--- src/rtl/dcc_packet_function_decoder_unit_assert.svh ---
// ---------------------------------------------------------------------------
// DCC function decoder assertion macros
// Concurrent checks for the decoder RTL, clocked on clk, off in reset.
// ---------------------------------------------------------------------------
`ifndef DCC_PACKET_FUNCTION_DECODER_UNIT_ASSERT_SVH
`define DCC_PACKET_FUNCTION_DECODER_UNIT_ASSERT_SVH

// same-cycle implication
`define DCCFD_ASSERT_IMP(label, ante, cons, msg) \
  label: assert property (@(posedge clk) disable iff (rst) (ante) |-> (cons)) \
    else $error(msg);

// next-cycle implication
`define DCCFD_ASSERT_NXT(label, ante, cons, msg) \
  label: assert property (@(posedge clk) disable iff (rst) (ante) |=> (cons)) \
    else $error(msg);

`endif

--- src/rtl/dccfd_pkg.sv ---
// ---------------------------------------------------------------------------
// DCC function decoder package
// Shared constants, codes and types of the DCC packet function decoder.
// ---------------------------------------------------------------------------
package dccfd_pkg;

  localparam int MAX_PACKET_BYTES = 6;
  localparam int MAX_PACKET_LIMIT = 8;
  localparam int CNT_W            = $clog2(MAX_PACKET_LIMIT + 1);
  localparam int VIEW_BYTES       = 5;
  localparam int QUEUE_DEPTH      = 2;
  localparam int QPTR_W           = $clog2(QUEUE_DEPTH);
  localparam int ADDR_W           = 14;
  localparam int CONSIST_W        = 7;
  localparam int FUNC_W           = 21;
  localparam int TDATA_OUT_W      = 48;

  localparam logic [7:0] CV_WRITE_MASK   = 8'b1111_1100;
  localparam logic [7:0] CV_WRITE_CODE   = 8'b1110_1100;
  localparam logic [7:0] SPEED128_CODE   = 8'h3F;
  localparam logic [7:0] GROUP2A_CODE    = 8'b1011_0000;
  localparam logic [7:0] GROUP2B_CODE    = 8'b1010_0000;
  localparam logic [7:0] EXPANSION_F13   = 8'b1101_1110;
  localparam logic [7:0] LONG_ADDR_MASK  = 8'b0011_1111;
  localparam logic [7:0] SHORT_ADDR_MASK = 8'b0111_1111;
  localparam logic [7:0] GROUP_SEL_MASK  = 8'b1110_0000;
  localparam logic [7:0] GROUP1_CODE     = 8'b1000_0000;
  localparam logic [7:0] NIBBLE_SEL_MASK = 8'b1111_0000;
  localparam logic [7:0] RESET_CV_BYTE   = 8'd7;
  localparam logic [7:0] RESET_CV_VALUE  = 8'd8;

  localparam logic [ADDR_W-1:0]    OWN_ADDRESS_RESET     = ADDR_W'(3);
  localparam logic [CONSIST_W-1:0] CONSIST_ADDRESS_RESET = '0;
  localparam logic [ADDR_W-1:0]    SERVICE_ADDRESS_RESET = '0;

  typedef enum logic [1:0] {
    REG_OWN_ADDRESS     = 2'd0,
    REG_CONSIST_ADDRESS = 2'd1,
    REG_SERVICE_ADDRESS = 2'd2
  } cfg_reg_t;

  typedef struct packed {
    logic [CNT_W-1:0]              count;
    logic [7:0]                    final_byte;
    logic [VIEW_BYTES-1:0][7:0]    bytes;
  } packet_t;

  typedef struct packed {
    logic full;
    logic empty;
  } q_status_t;

endpackage

--- src/rtl/dccfd_front.sv ---
// ---------------------------------------------------------------------------
// DCC function decoder front end
// Accepts packet bytes, buffers them and hands a finished packet to the queue.
// ---------------------------------------------------------------------------
module dccfd_front
  import dccfd_pkg::*;
#(
  parameter int MaxBytes = MAX_PACKET_BYTES
) (
  input  logic      clk,
  input  logic      rst,
  input  logic      s_tvalid,
  output logic      s_tready,
  input  logic [7:0] s_tdata,   // packet_byte
  input  logic      s_tlast,    // last_byte
  input  q_status_t q_stat,
  output logic      push,
  output packet_t   packet
);

  localparam int IdxW = $clog2(MaxBytes);

  logic [7:0]       store [MaxBytes];
  logic [7:0]       store_next [MaxBytes];
  logic [CNT_W-1:0] byte_count;
  logic [CNT_W-1:0] byte_count_next;
  logic [7:0]       last_stored;
  logic             room;
  logic             accept;

  assign s_tready = !q_stat.full;
  assign accept   = s_tvalid && s_tready;
  assign room     = byte_count < CNT_W'(MaxBytes);
  assign push     = accept && s_tlast;

  always_comb begin
    store_next = store;
    if (room) begin
      store_next[byte_count[IdxW-1:0]] = s_tdata;
    end
  end

  always_comb begin
    byte_count_next = byte_count;
    if (accept) begin
      if (s_tlast) begin
        byte_count_next = '0;
      end else if (room) begin
        byte_count_next = byte_count + CNT_W'(1);
      end
    end
  end

  always_ff @(posedge clk) begin
    if (rst) begin
      byte_count <= '0;
    end else begin
      byte_count <= byte_count_next;
    end
  end

  always_ff @(posedge clk) begin
    if (accept) begin
      store <= store_next;
    end
    if (accept && room) begin
      last_stored <= s_tdata;
    end
  end

  for (genvar i = 0; i < VIEW_BYTES; i++) begin : g_view
    if (i < MaxBytes) begin : g_in
      assign packet.bytes[i] = store_next[i];
    end else begin : g_out
      assign packet.bytes[i] = '0;
    end
  end

  assign packet.final_byte = room ? s_tdata : last_stored;
  assign packet.count      = room ? byte_count + CNT_W'(1) : byte_count;

endmodule

--- src/rtl/dccfd_queue.sv ---
// ---------------------------------------------------------------------------
// DCC function decoder packet queue
// Short queue of finished packets between the front and back ends.
// ---------------------------------------------------------------------------
module dccfd_queue
  import dccfd_pkg::*;
(
  input  logic      clk,
  input  logic      rst,
  input  logic      push,
  input  packet_t   push_packet,
  input  logic      pop,
  output packet_t   head,
  output q_status_t q_stat
);

  localparam int LvlW = $clog2(QUEUE_DEPTH + 1);

  packet_t           mem [QUEUE_DEPTH];
  logic [QPTR_W-1:0] wr_ptr;
  logic [QPTR_W-1:0] rd_ptr;
  logic [LvlW-1:0]   level;

  assign q_stat.full  = level == LvlW'(QUEUE_DEPTH);
  assign q_stat.empty = level == '0;
  assign head         = mem[rd_ptr];

  always_ff @(posedge clk) begin
    if (rst) begin
      wr_ptr <= '0;
      rd_ptr <= '0;
      level  <= '0;
    end else begin
      if (push) begin
        wr_ptr <= wr_ptr + QPTR_W'(1);
      end
      if (pop) begin
        rd_ptr <= rd_ptr + QPTR_W'(1);
      end
      if (push && !pop) begin
        level <= level + LvlW'(1);
      end else if (pop && !push) begin
        level <= level - LvlW'(1);
      end
    end
  end

  always_ff @(posedge clk) begin
    if (push) begin
      mem[wr_ptr] <= push_packet;
    end
  end

endmodule

--- src/rtl/dccfd_back.sv ---
// ---------------------------------------------------------------------------
// DCC function decoder back end
// Decodes one queued packet, updates decoder state and registers the result.
// ---------------------------------------------------------------------------
module dccfd_back
  import dccfd_pkg::*;
(
  input  logic                   clk,
  input  logic                   rst,
  input  packet_t                head,
  input  q_status_t              q_stat,
  output logic                   pop,
  input  logic [ADDR_W-1:0]      own_address,
  input  logic [CONSIST_W-1:0]   consist_address,
  input  logic [ADDR_W-1:0]      service_address,
  output logic                   m_tvalid,
  input  logic                   m_tready,
  output logic [TDATA_OUT_W-1:0] m_tdata
);

  logic              s;
  logic [ADDR_W-1:0] addr;
  logic [7:0]        instr;
  logic [7:0]        arg0;
  logic [7:0]        arg1;
  logic [CNT_W-1:0]  s_ext;
  logic              addr_nz;
  logic              cv_hit;
  logic              op_hit;

  logic              direction_reg;
  logic              direction_next;
  logic [FUNC_W-1:0] function_reg;
  logic [FUNC_W-1:0] function_next;
  logic [7:0]        previous_final_byte;

  logic              addressed_next;
  logic              cv_write_next;
  logic              decoder_reset_next;
  logic [8:0]        cv_number_next;
  logic [7:0]        cv_value_next;

  logic              addressed;
  logic              cv_write;
  logic              decoder_reset;
  logic [8:0]        cv_number;
  logic [7:0]        cv_value;

  assign pop = !q_stat.empty && (!m_tvalid || m_tready);

  assign s     = head.bytes[0][7];
  assign s_ext = CNT_W'(s);
  assign addr  = s ? {head.bytes[0][5:0] & LONG_ADDR_MASK[5:0], head.bytes[1]}
                   : {7'b0, head.bytes[0][6:0] & SHORT_ADDR_MASK[6:0]};
  assign instr = s ? head.bytes[2] : head.bytes[1];
  assign arg0  = s ? head.bytes[3] : head.bytes[2];
  assign arg1  = s ? head.bytes[4] : head.bytes[3];

  assign addr_nz = addr != '0;
  assign cv_hit  = addr_nz && (addr == own_address || addr == service_address)
                   && ((instr & CV_WRITE_MASK) == CV_WRITE_CODE);
  assign op_hit  = addr_nz && (addr == own_address || addr == {7'b0, consist_address});

  always_comb begin
    addressed_next     = 1'b0;
    cv_write_next      = 1'b0;
    decoder_reset_next = 1'b0;
    cv_number_next     = '0;
    cv_value_next      = '0;
    direction_next     = direction_reg;
    function_next      = function_reg;
    if (cv_hit) begin
      addressed_next = 1'b1;
      if (head.final_byte == previous_final_byte) begin
        cv_number_next = {1'b0, arg0} + 9'd1;
        cv_value_next  = arg1;
        if (arg0 == RESET_CV_BYTE && arg1 == RESET_CV_VALUE) begin
          decoder_reset_next = 1'b1;
        end else begin
          cv_write_next = 1'b1;
        end
      end
    end else if (op_hit) begin
      addressed_next = 1'b1;
      if (!instr[7]) begin
        if (instr == SPEED128_CODE && head.count == CNT_W'(4) + s_ext) begin
          direction_next = arg0[7];
        end else if (head.count == CNT_W'(3) + s_ext) begin
          direction_next = instr[5];
        end
      end else if ((instr & GROUP_SEL_MASK) == GROUP1_CODE) begin
        function_next[0]   = instr[4];
        function_next[4:1] = instr[3:0];
      end else if ((instr & NIBBLE_SEL_MASK) == GROUP2A_CODE) begin
        function_next[8:5] = instr[3:0];
      end else if ((instr & NIBBLE_SEL_MASK) == GROUP2B_CODE) begin
        function_next[12:9] = instr[3:0];
      end else if (instr == EXPANSION_F13) begin
        if (head.count >= CNT_W'(4)) begin
          function_next[20:13] = arg0;
        end
      end
    end
  end

  always_ff @(posedge clk) begin
    if (rst) begin
      direction_reg       <= 1'b1;
      function_reg        <= '0;
      previous_final_byte <= '0;
      m_tvalid            <= 1'b0;
    end else begin
      if (pop) begin
        direction_reg       <= direction_next;
        function_reg        <= function_next;
        previous_final_byte <= head.final_byte;
        m_tvalid            <= 1'b1;
      end else if (m_tready) begin
        m_tvalid <= 1'b0;
      end
    end
  end

  always_ff @(posedge clk) begin
    if (pop) begin
      addressed     <= addressed_next;
      cv_write      <= cv_write_next;
      decoder_reset <= decoder_reset_next;
      cv_number     <= cv_number_next;
      cv_value      <= cv_value_next;
    end
  end

  assign m_tdata = {6'b0, decoder_reset, cv_value, cv_number, cv_write,
                    function_reg, direction_reg, addressed};

endmodule

--- src/rtl/dcc_packet_function_decoder_unit.sv ---
// ---------------------------------------------------------------------------
// DCC packet function decoder
// Takes the bytes of DCC packets and reports address match, direction,
// function mask and confirmed CV write or decoder reset requests, one result
// word per packet, issued on the word that carries the last-byte mark.
// ---------------------------------------------------------------------------
// The block takes one packet byte per clock while the queue has room. When its
// last byte is taken, the front end pushes the packet into a two-entry queue;
// the back end pops it once the output register is free and decodes it
// combinationally into that register. The back end sustains one packet per
// clock while the sink does not stall; bytes stall only while the queue is full.
`include "dcc_packet_function_decoder_unit_assert.svh"

module dcc_packet_function_decoder_unit
  import dccfd_pkg::*;
#(
  parameter int MaxBytes = MAX_PACKET_BYTES
) (
  input  logic                   clk,
  input  logic                   rst,
  input  logic                   s_tvalid,
  output logic                   s_tready,
  input  logic [7:0]             s_tdata,   // packet_byte
  input  logic                   s_tlast,   // last_byte
  output logic                   m_tvalid,
  input  logic                   m_tready,
  // addressed, direction_forward, function_mask[20:0], cv_write,
  // cv_number[8:0], cv_value[7:0], decoder_reset, zero fill
  output logic [TDATA_OUT_W-1:0] m_tdata,
  input  logic                   cfg_valid,
  output logic                   cfg_ready,
  input  logic [1:0]             cfg_index,
  input  logic [ADDR_W-1:0]      cfg_data
);

  logic [ADDR_W-1:0]    own_address;
  logic [CONSIST_W-1:0] consist_address;
  logic [ADDR_W-1:0]    service_address;

  q_status_t q_stat;
  packet_t   push_packet;
  packet_t   head;
  logic      push;
  logic      pop;

  assign cfg_ready = 1'b1;

  always_ff @(posedge clk) begin
    if (rst) begin
      own_address     <= OWN_ADDRESS_RESET;
      consist_address <= CONSIST_ADDRESS_RESET;
      service_address <= SERVICE_ADDRESS_RESET;
    end else if (cfg_valid && cfg_ready) begin
      unique case (cfg_reg_t'(cfg_index))
        REG_OWN_ADDRESS:     own_address     <= cfg_data;
        REG_CONSIST_ADDRESS: consist_address <= cfg_data[CONSIST_W-1:0];
        REG_SERVICE_ADDRESS: service_address <= cfg_data;
        default: ;
      endcase
    end
  end

  dccfd_front #(
    .MaxBytes (MaxBytes)
  ) u_front (
    .clk      (clk),
    .rst      (rst),
    .s_tvalid (s_tvalid),
    .s_tready (s_tready),
    .s_tdata  (s_tdata),
    .s_tlast  (s_tlast),
    .q_stat   (q_stat),
    .push     (push),
    .packet   (push_packet)
  );

  dccfd_queue u_queue (
    .clk         (clk),
    .rst         (rst),
    .push        (push),
    .push_packet (push_packet),
    .pop         (pop),
    .head        (head),
    .q_stat      (q_stat)
  );

  dccfd_back u_back (
    .clk             (clk),
    .rst             (rst),
    .head            (head),
    .q_stat          (q_stat),
    .pop             (pop),
    .own_address     (own_address),
    .consist_address (consist_address),
    .service_address (service_address),
    .m_tvalid        (m_tvalid),
    .m_tready        (m_tready),
    .m_tdata         (m_tdata)
  );

  `DCCFD_ASSERT_IMP(a_no_overflow, push, !q_stat.full, "packet pushed into full queue")
  `DCCFD_ASSERT_NXT(a_valid_source, (!m_tvalid || m_tready) && !pop, !m_tvalid,
                    "result word raised without a queue pop")
  `DCCFD_ASSERT_IMP(a_cv_flags, m_tvalid && (m_tdata[23] || m_tdata[41]),
                    m_tdata[0] && !(m_tdata[23] && m_tdata[41]),
                    "CV request without address match or both requests set")

endmodule

--- config.mk ---
export PLATFORM = sky130hd
export DESIGN_NAME = dcc_packet_function_decoder_unit
export DESIGN_NICKNAME = d
export VERILOG_FILES = /design/src/rtl/dccfd_pkg.sv /design/src/rtl/dccfd_front.sv /design/src/rtl/dccfd_queue.sv /design/src/rtl/dccfd_back.sv /design/src/rtl/dcc_packet_function_decoder_unit.sv
export VERILOG_INCLUDE_DIRS = /design/src /design/src/rtl
export SDC_FILE = /design/constraint.sdc
export NUM_CORES = 1
export LEC_CHECK = 0
export BUFFER_PORTS_ARGS = -buffer_cell sky130_fd_sc_hd__buf_4
export CAP_MARGIN = 10
export CORE_ASPECT_RATIO = 1.1
export CORE_MARGIN = 8
export CORE_UTILIZATION = 54
export DETAILED_ROUTE_END_ITERATION = 10
export PLACE_DENSITY_LB_ADDON = 0.3
export SYNTH_ARGS = -nofsm -noshare
export SYNTH_HDL_FRONTEND = slang
export SYNTH_SLANG_ARGS = --single-unit
--- constraint.sdc ---
create_clock -name clk -period 5 [get_ports clk]
set_clock_uncertainty 0.15 [all_clocks]
set_input_delay 0.25 -clock clk [delete_from_list [all_inputs] [get_ports clk]]
set_output_delay 0.25 -clock clk [all_outputs]
set_load 0.01 [all_outputs]
==> reports/qor.yml, run 1 <==
outcome:
  status: "finished clean"
placement:
  place_hpwl_mm: 17.7
  dpl_cell_area_um2: 12000
  gp_congestion: 0.893
  numPortBuffers: 73
  dpl.cell_count: 1201
clock_network:
  cts_num_sinks: 247
  cts-root-buf: "clkbuf_16"
  cts.clk_slew.worst_paths_ps: 60
  clockBufferDepth: 3
  post_cts_resized: 0
  htreeDepth: 1
  cts_buffers: 25
  clk_latency_ps: 530
  cts_setup_buffers: 0
  tritoncts: "yes"
critical_path:
  reg2reg_slack_ps: 1120
  path_class: "reg2reg"
  r2r-end: "u_back.function_reg[20]$_SDFFE_PP0P_"
  cp-start-kind: "flip-flop"
  arrival_ps: 4160
  cp_max_fo: 23
  reg2regPathDepth: 8
  endpoint_kind: "flip-flop"
  critPathRequiredTime_ps: 5270
pwr:
  p_leak_nw: 4.85
  total_power_w: 0.00590
  ir_drop_uv: 275
  power.density_nw_per_um2: 451
final_layout:
  nets: 1029
  largest_reg_flops: 104
  drive_gt1_share_pct: 19.9
  final_cells: 1271
  final_cell_mix: "172 x edfxtp_1, 99 x mux2i_1, 92 x buf_4, 80 x nand2_1, 74 x dfxtp_1"
  diodes: 0
  area_delta_synth_final_pct: 15.9
  final_area_um2: 13100
  final_common_cell: "edfxtp_1"
synthesis:
  async_flop_share_pct: 0
  syn_area_per_cell_um2: 12.5
  ys_ff_latch: 247
  ys_warn_count: 0
  synth-edff-count: 172
  yosysSeqAreaShare_pct: 59.1
  yosysUniqueCellTypes: 63
  syn-cell-area_um2: 11300
  synthesis.instances: 905
  synth_flop_cell: "edfxtp_1"
worst_hold_path:
  hold_path.class: "in2reg"
  min_from: "s_tvalid"
  whs_path_depth: 4
  worstHoldEndpoint: "u_front.byte_count[2]$_SDFFE_PP0P_"
timing:
  tns_ps: 0
  finalHoldWorstSlack_ps: 75.5
  finalCritPeriodShare_pct: 77.7
  hold_viol: 0
  setup_violations: 0
  max-slew-margin-rel_pct: 31.0
  worst_pin_slew_ps: 1020
  finalMaxSlewViolations: 0
  min_period_ps: 3880
  fmax_mhz: 257
  rsz0062_at_grt: "false"
floorplanning:
  ios: 81
  die_y_um: 168
  core_um2: 20500
  rows: 55
  die-width_um: 154
  start_util_pct: 55.0
  die-area_um2: 25800
global_route:
  grt_antenna_before_repair: 0
  grt-ovfl-total: 0
  grt_pass1_vias: 7184
  grt_pass1_wl_mm: 40.0
  gr-usage-all-layers_pct: 19.5
  grt_util_met2_pct: 31.0
  grt_max_degree: 90
  met3_usage_pct: 3.55
  met1_usage_pct: 25.6
  grt-busiest-layer: "met2"
routing:
  first_pass_iters: 5
  dr_total_vias: 7366
  first_iter_violations: 550
  routed_wl_mm: 25.5
  ant_nets: 0
  remaining_drc_errors: 0
  wl_per_cell_um: 20.1
  vias_per_cell: 5.80
job:
  maxCapViolCount: 0
==> area by class of cell <==
cell class	count	area, µm²
clock buffers	39	739
clock inverters	7	76.3
fillers	1519	7430
inverters	7	26.3
multi-input cells	599	4310
flip-flops and latches	247	6670
well taps	256	320
repair buffers	116	931
==> logic make-up (layout without fill, tap and decap cells) <==
| group | Yosys count | count (layout) | synth area share (%) |
|---|---|---|---|
| fa+ha+maj | 3 | 3 | 0.333 |
| compound gates | 105 | 105 | 6.06 |
| other cells | 2 | 7 | 0.0666 |
| xor+xnor | 43 | 43 | 3.34 |
| buf+inv | 64 | 169 | 2.94 |
| mux | 161 | 161 | 15.2 |
| flops | 247 | 247 | 59.1 |
| simple gates | 280 | 280 | 13.0 |
==> power breakdown <==
part	switching (W)	internal (W)	total, W
Clock	0.000747	0.00107	0.00182
Combinational	0.000791	0.000549	0.00134
Sequential	0.000154	0.00258	0.00274
==> timing repair <==
| action | in CTS | in global routing |
|---|---|---|
| endpoints found under the hold margin | 65 | 0 |
| setup endpoints to repair | 0 | 0 |
| hold buffers | 24 | 0 |
==> layer usage <==
layer / up-vias / routed length [µm]
met3: 55 / 1650
met5: - / 0
li1: 3497 / -
met2: 266 / 11900
met1: 3548 / 11000
met4: 0 / 990
==> per-stage QoR <==
stage          worst slack, ps  util [%]
2_1_floorplan              364         -
3_3_place_gp              1210      58.6
3_5_place_dp              1140      58.6
4_1_cts                   1120      63.7
5_1_grt                    855      63.7
6_report                  1120      63.7
==> worst max path at each step <==
stage                                        startpoint                                   end  slack (ps)  cells after the start
final                                         flip-flop  u_back.function_reg[20]$_SDFFE_PP0P_        1120                      8
after global routing                          flip-flop  u_back.function_reg[20]$_SDFFE_PP0P_         860                      8
after CTS                                     flip-flop  u_back.function_reg[20]$_SDFFE_PP0P_        1120                      8
after detailed placement    u_queue.mem[0][7]$_DFFE_PP_  u_back.function_reg[20]$_SDFFE_PP0P_        1140                      7
after global placement                        flip-flop  u_back.function_reg[20]$_SDFFE_PP0P_        1210                      8
after floorplan           u_queue.level[0]$_SDFFE_PP0P_           u_queue.mem[0][0]$_DFFE_PP_         360                      5
==> critical path, stage by stage, from the launching register on <==
cell      delay [ps]
dfxtp_2          560
buf_4            390
nand3_1          210
a21boi_0         240
o221ai_1         150
or4b_4           550
nor4_4           580
o2111a_1         610
mux2_4           340
==> cell usage after synthesis, types with 14 or more instances <==
cell / count / share of area, %
nand2b_1: 38 / 2.1
dfxtp_1: 75 / 13
a21oi_1: 49 / 2.2
buf_4: 16 / 1.1
nand3_1: 14 / 0.62
nand4_1: 15 / 0.83
clkbuf_1: 24 / 0.80
a211oi_1: 17 / 1.1
nor2_1: 56 / 1.9
xor2_1: 18 / 1.4
nand2_1: 80 / 2.7
xnor2_1: 25 / 1.9
edfxtp_1: 172 / 46
mux2i_1: 99 / 8.8
mux2_2: 58 / 5.8
(Power assumes the default switching activity.)
==> run 2: changes to the inputs <==
Settings changed: ABC_AREA from default to 1.
Clock period 5 ns to 3.84 ns, I/O delays scaled along.
==> run 2 against run 1 <==
Sequential share of layout area barely moved; combinational power increased by 110%; sequential power up 28%; wire length is 5.4% higher; first-iteration DRC count rose by 59%; critical endpoint is now u_back.function_reg[3]$_SDFFE_PP0P_; largest cell class unchanged.
==> reports/qor.yml, run 2 <==
outcome:
  status: "finished clean"
clock_network:
  htreeDepth: 1  # unchanged
  post_cts_resized: 0  # unchanged
  cts_num_sinks: 247  # unchanged
  tritoncts: "yes"
  cts_setup_buffers: 0  # unchanged
  cts-root-buf: "clkbuf_16"
  clk_latency_ps: 550  # +20 ps
  clockBufferDepth: 3  # unchanged
  cts_buffers: 26  # +4.0%
  cts.clk_slew.worst_paths_ps: 60  # about the same
routing:
  first_iter_violations: 876  # +59%
  wl_per_cell_um: 16.6  # -17%
  routed_wl_mm: 26.9  # +5.4%
  vias_per_cell: 5.29  # -8.7%
  first_pass_iters: 5  # unchanged
  ant_nets: 0  # unchanged
  remaining_drc_errors: 0  # unchanged
  dr_total_vias: 8592  # +17%
placement:
  dpl_cell_area_um2: 11900  # -0.75%
  gp_congestion: 0.893  # about the same
  numPortBuffers: 73  # unchanged
  dpl.cell_count: 1543  # +28%
  post-place-ws_ps: 582  # -558 ps
  place_hpwl_mm: 18.5  # +4.4%
synthesis:
  synth_top_area_cell: "edfxtp_1"
  synth.top_cell.area_share_pct: 46.0  # +0.17 points
  synthesis.instances: 1251  # +38%
  ys_warn_count: 0  # unchanged
  synth-edff-count: 172  # unchanged
  yosysMostFrequentCell: "nand2_1"
  synth.area.top_cells: "edfxtp_1 46%, dfxtp_1 13%, nand2_1 12%"
  synth_flop_cell: "edfxtp_1"
  async_flop_share_pct: 0  # unchanged
  ys_ff_latch: 247  # unchanged
  syn-cell-area_um2: 11200  # -0.38%
  synthTopCellsByCount: "363 x nand2_1, 172 x edfxtp_1, 153 x inv_1"
  syn_area_per_cell_um2: 8.98  # -28%
  yosysSeqAreaShare_pct: 59.3  # +0.22 points
  yosysUniqueCellTypes: 40  # -37%
timing:
  setup_violations: 0  # unchanged
  rsz0062_at_grt: "false"
  hold_viol: 0  # unchanged
  min_period_ps: 3320  # -562 ps
  worst_pin_slew_ps: 1010  # -19.1 ps
  finalMaxSlewViolations: 0  # unchanged
  finalCritPeriodShare_pct: 86.5  # +8.8 points
  setup_ws_ps: 517  # -598 ps
  fmax_mhz: 301  # +17%
  finalHoldWorstSlack_ps: 53.2  # -22.3 ps
  max-slew-margin-rel_pct: 32.8  # +1.8 points
critical_path:
  critPathRequiredTime_ps: 4160  # -1110 ps
  crit_top_cell: "nand2_1"
  cp_max_fo: 62  # +170%
  slowest_stage: "nand2_4"
  endpoint_kind: "flip-flop"
  cp-start-kind: "flip-flop"
  arrival_ps: 3640  # -520 ps
  slowest_delay_ps: 440  # -170 ps
  path_class: "reg2reg"
  crit_path_cell_trace: "inv_4, nand2_2, nand2_4, nand2_1, nand2_1, nand2_1, nor3_1, nand2_1, nor2_2, nor2_1, nand2_2, nand3_1, nand2_1, inv_1, nor2_1"
final_layout:
  drive_gt1_share_pct: 10.8  # -9.1 points
  final_cells: 1623  # +28%
  area_delta_synth_final_pct: 16.4
  final_cell_mix: "363 x nand2_1, 172 x edfxtp_1, 153 x inv_1, 116 x o21ai_0, 97 x nor2_1"
  diodes: 0  # unchanged
  final_common_cell: "nand2_1"
  final_area_um2: 13100  # about the same
  nets: 1380  # +34%
  largest_reg_flops: 104  # unchanged
  num-fill-cells: 1659  # +9.2%
floorplanning:
  die_y_um: 167  # -0.17%
  ios: 81  # unchanged
  core_um2: 20500  # unchanged
  die-area_um2: 25700  # -0.34%
  rows: 55  # unchanged
  start_util_pct: 54.8  # -0.21 points
  die-width_um: 154  # -0.17%
job:
  maxCapViolCount: 0  # unchanged
global_route:
  grt_max_degree: 65  # -28%
  grt_pass1_vias: 8141  # +13%
  grt_pass1_wl_mm: 43.3  # +8.4%
  grt-ovfl-total: 0  # unchanged
  gr-usage-all-layers_pct: 20.7  # +1.2 points
  grt_antenna_before_repair: 0  # unchanged
pwr:
  power.density_nw_per_um2: 667  # +48%
  total_power_w: 0.00872  # +48%
  p_leak_nw: 5.48  # +13%
  ir_drop_uv: 395  # +44%
worst_hold_path:
  hold_path.class: "in2reg"
## run 2: kinds of logic (layout without fill, tap and decap cells)
logic type      after synthesis  after routing  share of synthesized area [%]
mux                           8              8                          0.713
xor+xnor                     15             15                           1.17
flops                       247            247                           59.3
fa+ha+maj                     3              3                          0.334
other cells                   2              7                         0.0669
compound gates              174            174                           8.14
buf+inv                     213            324                           8.14
simple gates                589            589                           22.1
## run 2: metal layers
| layer | track usage [%] | routed length (µm) | up-vias |
|---|---|---|---|
| li1 | - | - | 4286 |
| met1 | 27.8 | 12000 | 4008 |
| met2 | 34.7 | 12800 | 269 |
| met3 | 3.42 | 1780 | 29 |
| met4 | 4.31 | 350 | 0 |
| met5 | 0 | 0 | - |
## run 2: final cells by class
cell class              instances  area [µm²]  area share (%)
flip-flops and latches        247        6670            51.0
multi-input cells             796        3690            28.3
repair buffers                119         973            7.45
clock buffers                  30         666            5.09
inverters                     157         592            4.53
well taps                     256         320            2.45
clock inverters                18         159            1.22
## run 2: path summary, 6_finish.rpt
| path | slack (ps) | end | startpoint | cells past startpoint |
|---|---|---|---|---|
| worst max-delay path | 520 | u_back.function_reg[3]$_SDFFE_PP0P_ | flip-flop | 15 |
| worst min-delay path | 50 | own_address[10]$_SDFFE_PP0P_ | cfg_index[0] | 5 |
| worst max register to register | 520 | u_back.function_reg[3]$_SDFFE_PP0P_ | flip-flop | 15 |
| worst min register to register | 310 | u_queue.rd_ptr$_SDFFE_PP0P_ | u_queue.rd_ptr$_SDFFE_PP0P_ | 1 |
## run 2: what timing repair did
action / 4_1_cts / 5_1_grt
hold buffers: 32 / 0
endpoints found under the setup margin: 0 / 0
endpoints found under the hold margin: 53 / 0
## run 2: per-stage QoR
stage | TNS, ps | utilization (%)
finish | 0 | 63.7
global route | 0 | 63.7
CTS | 0 | 63.7
floorplan | -81260 | -
detailed placement | 0 | 58.2
global placement | 0 | 58.2
## run 2: worst max-delay path: cells and delay by family, from the launching register on
family,cells,cell delay (ps)
buffers and inverters,2,270
AND/OR/NAND/NOR,13,2440
flip-flops,1,350
## run 2: power breakdown
part / total (W) / switching, W / internal, W / leakage, nW
Combinational: 0.00279 / 0.00194 / 0.000851 / 2.87
Clock: 0.00240 / 0.00102 / 0.00138 / 0.383
Sequential: 0.00352 / 0.000142 / 0.00338 / 2.23
==> run 3: changes to the inputs <==
Settings changed: CELL_PAD_IN_SITES_DETAIL_PLACEMENT from default to 0, CELL_PAD_IN_SITES_GLOBAL_PLACEMENT from default to 1, CORE_UTILIZATION 54 to 46.
==> run 3 against run 2 <==
Flip-flop and latch count unchanged; worst hold slack lost 12 ps; maximum frequency is 3.5% lower; combinational power is essentially flat; die area increased by 16%; wire length increased by 1.9%; sequential share of layout area is 0.70 points lower; design area is 1.4% higher; via count decreased by 1.8%; worst setup slack got worse by 120 ps; global-route usage decreased by 2.5 points.
==> reports/qor.yml, run 3 (synthesized netlist as in run 2, its figures left out) <==
placement:
  dpl.cell_count: 1593  # +3.2%
  numPortBuffers: 73  # unchanged
  gp_congestion: 0.822  # -7.9%
  place_hpwl_mm: 18.7  # +1.0%
worst_hold_path:
  min_from: "s_tvalid"
  whs_path_depth: 4  # -1
  worstHoldEndpoint: "u_front.byte_count[0]$_SDFFE_PP0P_"
  hold_path.class: "in2reg"
global_route:
  grt_pass1_vias: 7849  # -3.6%
  gr-usage-all-layers_pct: 18.2  # -2.5 points
  grt-ovfl-total: 0  # unchanged
  grt_antenna_before_repair: 0  # unchanged
  grt_pass1_wl_mm: 42.9  # -1.0%
  grt_max_degree: 68  # +4.6%
timing:
  finalHoldWorstSlack_ps: 41.7  # -11.5 ps
  min_period_ps: 3440  # +122 ps
  setup_violations: 0  # unchanged
  finalMaxSlewViolations: 0  # unchanged
  max-slew-margin-rel_pct: 26.9  # -5.9 points
  hold_viol: 0  # unchanged
  rsz0062_at_grt: "false"
  fmax_mhz: 290  # -3.5%
  worst_pin_slew_ps: 1090  # +88.8 ps
  finalCritPeriodShare_pct: 89.7  # +3.2 points
critical_path:
  critPathTopFamily: "simple AND/OR/NAND/NOR gates"
  crit_top_cell: "nand2_1"
  cp-start-kind: "flip-flop"
  critPathRequiredTime_ps: 4150  # about the same
  arrival_ps: 3750  # +110 ps
  reg2regPathDepth: 15  # unchanged
  crit_path_cell_trace: "inv_4, nand2_2, nand2_4, nand2_1, nand2_2, inv_1, nand2_1, nand3_1, nor2_1, nand3_1, a21oi_4, nand3_2, nand2_1, inv_1, nor2_1"
  slowest_stage: "a21oi_4"
  endpoint_kind: "flip-flop"
  reg2reg_slack_ps: 400  # -120 ps
  crit_buf_inv: 3  # +1
  slowest_delay_ps: 560  # +120 ps
  cp_max_fo: 62  # unchanged
  path_class: "reg2reg"
  r2r-end: "u_back.function_reg[20]$_SDFFE_PP0P_"
clock_network:
  cts_hold_buf: 32  # unchanged
  cts_num_sinks: 247  # unchanged
  clk_latency_ps: 530  # -20 ps
  cts.clk_slew.worst_paths_ps: 60  # about the same
  htreeDepth: 1  # unchanged
  clockBufferDepth: 3  # unchanged
  post_cts_resized: 0  # unchanged
  tritoncts: "yes"
  cts_setup_buffers: 0  # unchanged
  cts-root-buf: "clkbuf_16"
  cts_buffers: 26  # unchanged
final_layout:
  multiInputGateArea_um2: 3690  # unchanged
  final_common_cell: "nand2_1"
  num-fill-cells: 2206  # +33%
  area_delta_synth_final_pct: 18.0
  diodes: 0  # unchanged
  final_cell_mix: "363 x nand2_1, 172 x edfxtp_1, 153 x inv_1, 116 x o21ai_0, 97 x nor2_1"
  nets: 1376  # -0.29%
  drive_gt1_share_pct: 11.4  # +0.62 points
  utilization_pct: 54.7  # -9.1 points
  regArea_um2: 6670  # unchanged
  largest_reg_flops: 104  # unchanged
  final_cells: 1673  # +3.1%
routing:
  dr_total_vias: 8434  # -1.8%
  vias_per_cell: 5.04  # -4.8%
  ant_nets: 0  # unchanged
  first_pass_iters: 5  # unchanged
  remaining_drc_errors: 0  # unchanged
  wl_per_cell_um: 16.4  # -1.1%
  routed_wl_mm: 27.4  # +1.9%
  first_iter_violations: 511  # -42%
pwr:
  p_int_w: 0.00591  # +5.4%
  combPwrFrac_pct: 30.7  # -1.3 points
  total_power_w: 0.00906  # +4.0%
  p_leak_nw: 5.54  # +0.94%
  power.clock.fraction_pct: 30.5  # +2.9 points
  p_sw_share_pct: 34.8  # -0.88 points
  ir_drop_uv: 421  # +6.4%
  seqPwrFrac_pct: 38.9  # -1.5 points
  power.density_nw_per_um2: 684  # +2.5%
  power_switching_w: 0.00315  # +1.4%
outcome:
  status: "finished clean"
floorplanning:
  die-area_um2: 29700  # +16%
  rows: 60  # +9.1%
  start_util_pct: 46.3  # -8.5 points
  die_y_um: 180  # +7.5%
  die-width_um: 165  # +7.5%
  ios: 81  # unchanged
  core_um2: 24200  # +18%
job:
  maxCapViolCount: 0  # unchanged
[run 3: changes by cell type in the layout (fill, tap and decap cells not counted)]
cell / before / now
clkbuf_1: 4 / 3
clkinv_4: 0 / 1
buf_4: 87 / 81
bufinv_16: 2 / 6
buf_12: 0 / 2
clkinv_2: 0 / 5
clkinv_1: 14 / 3
clkinvlp_4: 3 / 5
clkbuf_16: 26 / 27
clkinv_16: 1 / 0
[run 3: worst max-delay path by stage]
| stage | startpoint | endpoint | slack (ps) | depth (start not counted) |
|---|---|---|---|---|
| floorplan | u_queue.level[0]$_SDFFE_PP0P_ | u_queue.mem[0][0]$_DFFE_PP_ | -780 | 6 |
| global placement | flip-flop | u_back.cv_number[8]$_SDFFCE_PN0P_ | 400 | 6 |
| detailed placement | flip-flop | u_back.function_reg[20]$_SDFFE_PP0P_ | 360 | 15 |
| CTS | flip-flop | u_back.function_reg[20]$_SDFFE_PP0P_ | 330 | 15 |
| global route | flip-flop | u_back.function_reg[4]$_SDFFE_PP0P_ | 7 | 15 |
| finish | flip-flop | u_back.function_reg[20]$_SDFFE_PP0P_ | 400 | 15 |
[run 3: metal layers]
layer  share of wire [%]  track usage (%)
met1                  47             26.3
met2                  45             28.1
met3                 6.3             2.58
met4                 1.5             4.29
met5                   0                0
[run 3: power groups by stage]
stage	Combinational [W]	Clock [W]	Sequential [W]
after global placement	0.00274	0	0.00357
after global routing	0.00311	0.00291	0.00356
after detailed placement	0.00276	0	0.00358
final	0.00278	0.00276	0.00352
after CTS	0.00279	0.00280	0.00352
after floorplan	0.00191	0	0.00359
[run 3: cell type report]
cell class / count / share of cell area (%)
clock buffers: 30 / 5.18
clock inverters: 18 / 1.94
inverters: 157 / 4.47
multi-input cells: 796 / 27.9
flip-flops and latches: 247 / 50.3
well taps: 310 / 2.93
repair buffers: 115 / 7.31
[run 3: worst register-to-register path, delay by kind of cell, from the launching register on]
family                 cells  cell delay (ps)
buffers and inverters      3              370
flip-flops                 1              340
AND/OR/NAND/NOR           11             1970
AO/OA/AOI/OAI              1              560
[run 3: through the flow]
step | instance area [µm²] | worst slack (ps) | setup TNS, ps
after CTS | 13300 | 332 | 0
after floorplan | 11300 | -781 | -81260
final | 13300 | 395 | 0
after detailed placement | 12000 | 356 | 0
after global routing | 13300 | 6.56 | 0
after global placement | 12000 | 398 | 0
